$ cat config.mk
export PLATFORM = sky130hd
export DESIGN_NAME = imu_offset_calibrator_core
export DESIGN_NICKNAME = d
export VERILOG_FILES = /design/src/sv/imuoc_pkg.sv /design/src/sv/imu_offset_calibrator_core.sv
export VERILOG_INCLUDE_DIRS = /design/src /design/src/sv
export SDC_FILE = /design/constraint.sdc
export NUM_CORES = 1
export LEC_CHECK = 0
export BUFFER_PORTS_ARGS = -buffer_cell sky130_fd_sc_hd__buf_2
export CAP_MARGIN = 20
export CORE_MARGIN = 2
export CORE_UTILIZATION = 35
export CTS_BUF_LIST = sky130_fd_sc_hd__clkbuf_16
export DETAILED_ROUTE_END_ITERATION = 8
export PLACE_DENSITY = 0.63
export SYNTH_ARGS = -nofsm -noshare
export SYNTH_HDL_FRONTEND = slang
export SYNTH_SLANG_ARGS = --single-unit
$ cat constraint.sdc
create_clock -name clock -period 26.5 [get_ports clock]
set_clock_uncertainty 0.05 [all_clocks]
set_input_delay 5.3 -clock clock [delete_from_list [all_inputs] [get_ports clock]]
set_output_delay 5.3 -clock clock [all_outputs]
set_load 0.01 [all_outputs]
$ cat src/sv/imu_offset_calibrator_core_macros.svh
// Assertion macros for the IMU offset calibrator.
`ifndef IMU_OFFSET_CALIBRATOR_CORE_MACROS_SVH
`define IMU_OFFSET_CALIBRATOR_CORE_MACROS_SVH

// Check a property on every rising clock edge, skipped while reset is high.
`define IMUOC_ASSERT(label, clk, rst, prop, msg) \
   label: assert property (@(posedge clk) disable iff (rst) (prop)) else $error(msg);

// Check that a condition in one cycle leads to a condition in the next.
`define IMUOC_ASSERT_NEXT(label, clk, rst, cond, nxt, msg) \
   label: assert property (@(posedge clk) disable iff (rst) (cond) |=> (nxt)) else $error(msg);

`endif

$ cat src/sv/imuoc_pkg.sv
// Shared types and constants for the IMU offset calibrator.
package imuoc_pkg;

   localparam int AXES                = 6;
   localparam int AXIS_Z_ACCEL        = 2;
   localparam int SAMPLE_W            = 16;
   localparam int SUM_W               = 24;
   localparam int GRAVITY_W           = 15;
   localparam int CAL_SAMPLES_DEFAULT = 128;
   localparam int DATA_W              = AXES * SAMPLE_W;
   localparam int RSP_USER_W          = 2;

   localparam logic [GRAVITY_W-1:0] GRAVITY_RESET = 15'd16383;

   // request tuser codes
   localparam logic OP_SAMPLE    = 1'b0;
   localparam logic OP_CAL_BEGIN = 1'b1;

   // response tuser bit positions
   localparam int RSP_ACCUMULATED = 0;
   localparam int RSP_CAL_DONE    = 1;

   // run, then three steps to turn the sums into offsets
   typedef enum logic [3:0] {
      ST_RUN = 4'b0001,
      ST_ABS = 4'b0010,
      ST_MUL = 4'b0100,
      ST_FIX = 4'b1000
   } state_type;

endpackage

$ cat src/sv/imu_offset_calibrator_core.sv
// IMU offset calibrator: offset removal and calibration by averaging.
//
// Request channel (req_): one word per six-axis sample. req_tdata holds the
// raw accel x/y/z and gyro x/y/z readings, req_tuser = 1 begins a calibration
// (the sample fields are then ignored and a zero result is returned).
// Response channel (rsp_): one word per request word, the readings minus the
// stored offsets, plus flags for "added to the sums" and "offsets updated".
// csr_wr_en/csr_wr_data load the z-axis gravity count (reset 16383).
//
// rsp_tvalid rises in the cycle after a request is accepted; one word per cycle
// is taken while the response register is empty or being drained. When the
// word that ends a calibration is taken, req_tready is low in ST_ABS, ST_MUL
// and ST_FIX while the six sums become offsets (magnitude, reciprocal multiply,
// sign and gravity fix-up), so the following word sees the new offsets.
// A stalled response holds its word and blocks new requests.
// Reset clears sums, offsets, the sample count and the calibrating flag.
`include "imu_offset_calibrator_core_macros.svh"

module imu_offset_calibrator_core import imuoc_pkg::*; #(
   parameter int CAL_SAMPLES = CAL_SAMPLES_DEFAULT
) (
   input  logic                  clock,
   input  logic                  reset,
   input  logic                  req_tvalid,
   output logic                  req_tready,
   // raw_accel_x, raw_accel_y, raw_accel_z, raw_gyro_x, raw_gyro_y, raw_gyro_z
   input  logic [DATA_W-1:0]     req_tdata,
   // operation
   input  logic [0:0]            req_tuser,
   output logic                  rsp_tvalid,
   input  logic                  rsp_tready,
   // accel_x, accel_y, accel_z, gyro_x, gyro_y, gyro_z
   output logic [DATA_W-1:0]     rsp_tdata,
   // accumulated, calibration_done
   output logic [RSP_USER_W-1:0] rsp_tuser,
   input  logic                  csr_wr_en,
   input  logic [GRAVITY_W-1:0]  csr_wr_data
);

   localparam int CNT_W   = $clog2(CAL_SAMPLES + 1);
   localparam int SHIFT   = SUM_W + $clog2(CAL_SAMPLES);
   localparam int RECIP_W = SUM_W + 2;
   localparam int PROD_W  = SUM_W + RECIP_W;
   localparam longint unsigned RECIP_L =
      ((64'd1 << SHIFT) + longint'(CAL_SAMPLES) - 64'd1) / longint'(CAL_SAMPLES);
   localparam logic [RECIP_W-1:0] RECIP = RECIP_W'(RECIP_L);

   state_type state_ff, state_in;

   logic [GRAVITY_W-1:0]  gravity_ff;
   logic [SUM_W-1:0]      sums_ff    [AXES];
   logic [SUM_W-1:0]      sums_in    [AXES];
   logic [SAMPLE_W-1:0]   offsets_ff [AXES];
   logic [SAMPLE_W-1:0]   offsets_in [AXES];
   logic [SUM_W-1:0]      mag_ff     [AXES];
   logic [SUM_W-1:0]      mag_in     [AXES];
   logic                  neg_ff     [AXES];
   logic                  neg_in     [AXES];
   logic [PROD_W-1:0]     prod_ff    [AXES];
   logic [PROD_W-1:0]     prod_in    [AXES];
   logic [CNT_W-1:0]      cnt_ff, cnt_in;
   logic                  calibrating_ff, calibrating_in;

   logic                  rsp_valid_ff, rsp_valid_in;
   logic [DATA_W-1:0]     rsp_data_ff, rsp_data_in;
   logic [RSP_USER_W-1:0] rsp_user_ff, rsp_user_in;

   logic                  accept;
   logic                  last_sample;
   logic [SAMPLE_W-1:0]   corr [AXES];
   logic [SUM_W-1:0]      quot [AXES];
   logic [SUM_W-1:0]      sq   [AXES];

   assign req_tready = (state_ff == ST_RUN) && (!rsp_valid_ff || rsp_tready);
   assign accept     = req_tvalid && req_tready;
   assign last_sample = (req_tuser[0] == OP_SAMPLE) && calibrating_ff
                        && (cnt_ff == CNT_W'(1));

   assign rsp_tvalid = rsp_valid_ff;
   assign rsp_tdata  = rsp_data_ff;
   assign rsp_tuser  = rsp_user_ff;

   always_comb begin
      for (int i = 0; i < AXES; i++) begin
         corr[i] = req_tdata[i*SAMPLE_W +: SAMPLE_W] - offsets_ff[i];
         quot[i] = SUM_W'(prod_ff[i] >> SHIFT);
         sq[i]   = neg_ff[i] ? (SUM_W'(0) - quot[i]) : quot[i];
      end
   end

   always_comb begin
      state_in       = state_ff;
      cnt_in         = cnt_ff;
      calibrating_in = calibrating_ff;
      rsp_valid_in   = rsp_valid_ff;
      rsp_data_in    = rsp_data_ff;
      rsp_user_in    = rsp_user_ff;
      for (int i = 0; i < AXES; i++) begin
         sums_in[i]    = sums_ff[i];
         offsets_in[i] = offsets_ff[i];
         mag_in[i]     = mag_ff[i];
         neg_in[i]     = neg_ff[i];
         prod_in[i]    = prod_ff[i];
      end

      if (rsp_valid_ff && rsp_tready) begin
         rsp_valid_in = 1'b0;
      end

      unique case (state_ff)
         ST_RUN: begin
            if (accept) begin
               rsp_valid_in = 1'b1;
               if (req_tuser[0] == OP_CAL_BEGIN) begin
                  rsp_data_in    = '0;
                  rsp_user_in    = '0;
                  cnt_in         = CNT_W'(CAL_SAMPLES);
                  calibrating_in = 1'b1;
                  for (int i = 0; i < AXES; i++) begin
                     sums_in[i] = '0;
                  end
               end else begin
                  for (int i = 0; i < AXES; i++) begin
                     rsp_data_in[i*SAMPLE_W +: SAMPLE_W] = corr[i];
                  end
                  rsp_user_in                  = '0;
                  rsp_user_in[RSP_ACCUMULATED] = calibrating_ff;
                  rsp_user_in[RSP_CAL_DONE]    = last_sample;
                  if (calibrating_ff) begin
                     cnt_in = cnt_ff - CNT_W'(1);
                     for (int i = 0; i < AXES; i++) begin
                        sums_in[i] = sums_ff[i]
                                     + {{(SUM_W-SAMPLE_W){corr[i][SAMPLE_W-1]}}, corr[i]};
                     end
                  end
                  if (last_sample) begin
                     calibrating_in = 1'b0;
                     state_in       = ST_ABS;
                  end
               end
            end
         end
         ST_ABS: begin
            for (int i = 0; i < AXES; i++) begin
               neg_in[i] = sums_ff[i][SUM_W-1];
               mag_in[i] = sums_ff[i][SUM_W-1] ? (SUM_W'(0) - sums_ff[i]) : sums_ff[i];
            end
            state_in = ST_MUL;
         end
         ST_MUL: begin
            // divide by CAL_SAMPLES as multiply by a rounded-up reciprocal
            for (int i = 0; i < AXES; i++) begin
               prod_in[i] = PROD_W'(mag_ff[i]) * PROD_W'(RECIP);
            end
            state_in = ST_FIX;
         end
         ST_FIX: begin
            for (int i = 0; i < AXES; i++) begin
               if (i == AXIS_Z_ACCEL) begin
                  offsets_in[i] = SAMPLE_W'(sq[i] - SUM_W'(gravity_ff));
               end else begin
                  offsets_in[i] = SAMPLE_W'(sq[i]);
               end
            end
            state_in = ST_RUN;
         end
         default: begin
            state_in = ST_RUN;
         end
      endcase
   end

   always_ff @(posedge clock) begin
      if (reset) begin
         state_ff       <= ST_RUN;
         gravity_ff     <= GRAVITY_RESET;
         cnt_ff         <= '0;
         calibrating_ff <= 1'b0;
         rsp_valid_ff   <= 1'b0;
         for (int i = 0; i < AXES; i++) begin
            sums_ff[i]    <= '0;
            offsets_ff[i] <= '0;
         end
      end else begin
         state_ff       <= state_in;
         cnt_ff         <= cnt_in;
         calibrating_ff <= calibrating_in;
         rsp_valid_ff   <= rsp_valid_in;
         if (csr_wr_en) begin
            gravity_ff <= csr_wr_data;
         end
         for (int i = 0; i < AXES; i++) begin
            sums_ff[i]    <= sums_in[i];
            offsets_ff[i] <= offsets_in[i];
         end
      end
   end

   always_ff @(posedge clock) begin
      rsp_data_ff <= rsp_data_in;
      rsp_user_ff <= rsp_user_in;
      for (int i = 0; i < AXES; i++) begin
         mag_ff[i]  <= mag_in[i];
         neg_ff[i]  <= neg_in[i];
         prod_ff[i] <= prod_in[i];
      end
   end

   `IMUOC_ASSERT(a_cal_has_count, clock, reset, !calibrating_ff || (cnt_ff != '0), "calibrating with zero samples left")
   `IMUOC_ASSERT_NEXT(a_done_starts_div, clock, reset, accept && last_sample, (state_ff == ST_ABS) && !calibrating_ff && rsp_user_ff[RSP_CAL_DONE], "end of calibration did not start offset update")
   `IMUOC_ASSERT_NEXT(a_abs_to_mul, clock, reset, state_ff == ST_ABS, state_ff == ST_MUL, "offset update skipped multiply step")
   `IMUOC_ASSERT_NEXT(a_mul_to_fix, clock, reset, state_ff == ST_MUL, state_ff == ST_FIX, "offset update skipped fix-up step")

endmodule

==> impl_metrics.env <==
export IMPL_yosys_warnings=0
export IMPL_max_stage_delay_ns=0.22
export IMPL_cp_arrival_ns=5.92
export IMPL_worstPathMaxFanout=2
export IMPL_firstDrtPassIters=5
export IMPL_clock_path_buffers=3
export IMPL_worstPathRequired_ns=21.15
export IMPL_endpoint_kind="primary output"
export IMPL_gr_total_overflow=0
export IMPL_rsz0062_at_grt="no"
export IMPL_critical_path_cell_chain="buf_2 > nand2b_1 > and4b_1 > buf_2"
export IMPL_cts_max_level=3
export IMPL_root_buffer="clkbuf_16"
export IMPL_synth_edff_count=296
export IMPL_synth_cell_type_count=67
export IMPL_cts_inserted_buffers=69
export IMPL_cts_reportedPaths_clkPinSlew_ns=0.06
export IMPL_drtIter0Drc=1604
export IMPL_worstPathBufferInverterCount=2
export IMPL_first_global_vias=24000
export IMPL_fp_dieH_um=313
export IMPL_mostFrequentLayoutCell="nand2_1"
export IMPL_mappedNetlistArea_sq_um=33400
export IMPL_status="complete, no violations"
export IMPL_setup_tns_ns=0
export IMPL_critical_path_top_delay_family="simple AND/OR/NAND/NOR gates"
export IMPL_min_path_type="reg -> reg"
export IMPL_synth_ff_type="edfxtp_1"
export IMPL_place_hpwl_um=59900
export IMPL_fin_crit_sh_pct=42.5
export IMPL_power_density_nw_per_um2=62.5
export IMPL_cp_start_kind="input pin"
export IMPL_grt_start_max_net_pins=77
export IMPL_fmax_mhz=88.7
export IMPL_postCtsSetupBuffers=0
export IMPL_cts_sinks=565
export IMPL_peakVddDrop_uv=38.4
export IMPL_pre_cts_slack_ns=15.23
export IMPL_die_area_sq_um=97800
export IMPL_hold_viol=0
export IMPL_area_growth_pct=14.5
export IMPL_fin_ws_ns=15.23
export IMPL_via_count=25500
export IMPL_ys_ff_latch=565
export IMPL_slew_headroom_pct=30.7
export IMPL_p_leak_nw=15.2
export IMPL_rows=113
export IMPL_avgSynthCellArea_sq_um=9.58
export IMPL_setup_viol=0
export IMPL_wirelength_um=83600
export IMPL_start_util_pct=35.2
export IMPL_ant_nets=0
export IMPL_coreArea_sq_um=94700
export IMPL_fillers=9302
export IMPL_period_minus_slack_ns=11.27
export IMPL_grt_pass1_wl_um=130000
export IMPL_io_pins=217
export IMPL_holdWs_ns=0.360
export IMPL_drc_errors=0
export IMPL_syn_num_nets=3897
export IMPL_fp_dieW_um=313
export IMPL_num_nets_final=4091
export IMPL_regToRegSetupSlack_ns=21.33
export IMPL_cts_resized=0
export IMPL_cap_violations=0
export IMPL_cts_hold_buf=0
export IMPL_wire_per_inst_um=16.7
export IMPL_drv_slew=0
export IMPL_critPathKind="in -> out"
export IMPL_async_flop_share_pct=0
export IMPL_layout_drive_gt1_share_pct=10.6
export IMPL_clkLatencyLatePin_ns=0.61
export IMPL_crit_top_cell="buf_2"
export IMPL_cts_tree="yes"
export IMPL_final_cell_mix="nand2_1 (326), edfxtp_1 (296), ha_1 (285)"
export IMPL_antenna_found_initial=10
export IMPL_track_usage_pct=16.7
export IMPL_synth_seq_area_share_pct=42.8
export IMPL_tightest_slew_ns=1.04
export IMPL_slowest_stage="and4b_1"
export IMPL_viasPerCell=5.09
export IMPL_gp_congestion=0.860
export IMPL_syn_inst=3482
export IMPL_port_buffers=216
-- cell usage after synthesis, types with 109 or more instances --
master	n	area share, %
dfxtp_1	269	16
ha_1	285	11
edfxtp_1	296	27
o21ai_0	253	3.8
nor2_1	268	3.0
a21oi_1	237	3.6
inv_1	184	2.1
xnor2_1	242	6.4
xor2_1	136	3.6
nand2_1	327	3.7
nor2b_1	125	2.3
clkbuf_1	109	1.2
-- per-stage QoR --
step / total power (W) / util [%] / cells / area (sq um)
2_1_floorplan: 0.00131 / - / 3482 / 33400
3_3_place_gp: 0.00141 / 37.8 / 4870 / 35800
3_5_place_dp: 0.00141 / 37.8 / 4870 / 35800
4_1_cts: 0.00242 / 40.3 / 4995 / 38200
5_1_grt: 0.00250 / 40.3 / 4997 / 38200
6_report: 0.00239 / 40.3 / 4998 / 38200
-- cells by family after synthesis --
| kind of cell | synth area share (%) |
|---|---|
| and+or+nand+nor | 14.7 |
| AOI/OAI and AO/OA | 17.5 |
| DFF | 42.8 |
| xor gates and xnor gates | 9.93 |
| buffers and inverters | 3.36 |
| adders and majority gates | 11.5 |
| muxes | 0.270 |
-- path summary, 6_finish.rpt --
| check | to | from | cells past startpoint |
|---|---|---|---|
| min reg2reg | prod_ff[5][35] | mag_ff[5][11] | 0 |
| min | prod_ff[5][35] | mag_ff[5][11] | 0 |
| max | req_tready | rsp_tready | 4 |
| max reg2reg | sums_ff[3][22] | offsets_ff[3][1] | 20 |
-- cell type report --
type	count	area, sq um	area share (%)
Multi-Input combinational cell	2619	18000	47.2
Timing Repair Buffer	237	1250	3.27
Sequential cell	565	14300	37.4
Clock buffer	76	1900	4.98
Tap cell	1265	1580	4.14
Antenna cell	3	7.51	0.0197
Clock inverter	49	467	1.22
Inverter	184	691	1.81
-- report_power, final --
group / internal [W] / switching [W] / leakage [nW]
registers: 0.000957 / 0.0000321 / 5.00
logic: 0.000177 / 0.000232 / 9.02
clock network: 0.000604 / 0.000385 / 1.22
total: 0.00174 / 0.000649 / 15.2
-- sequential cells by signal (all words and copies together), names as in the netlist --
register	cells
rsp_tuser	2
rsp_tdata	96
sums_ff	144
gravity_ff	15
calibrating_ff	1
prod_ff	96
offsets_ff	96
state_ff	4
cnt_ff	8
mag_ff	96
neg_ff	6
rsp_tvalid	1
-- per-layer routing --
| layer | vias up | track usage, % | wire [um] |
|---|---|---|---|
| met1 | 12000 | 23.1 | 40300 |
| li1 | 12800 | - | - |
| met3 | 120 | 2.63 | 3980 |
| met2 | 473 | 26.4 | 37000 |
| met5 | - | 0 | 0 |
| met4 | 0 | 5.79 | 2290 |
-- worst register-to-register path, delay by kind of cell, from the launching register on --
| kind | cells | cell delay, ns |
|---|---|---|
| simple gates | 3 | 0.65 |
| buf+inv | 2 | 0.35 |
| xor+xnor | 2 | 0.41 |
| fa+ha+maj | 2 | 0.66 |
| compound gates | 11 | 2.54 |
| flops | 1 | 0.36 |
Note: power is estimated with default switching activity, not from simulation.
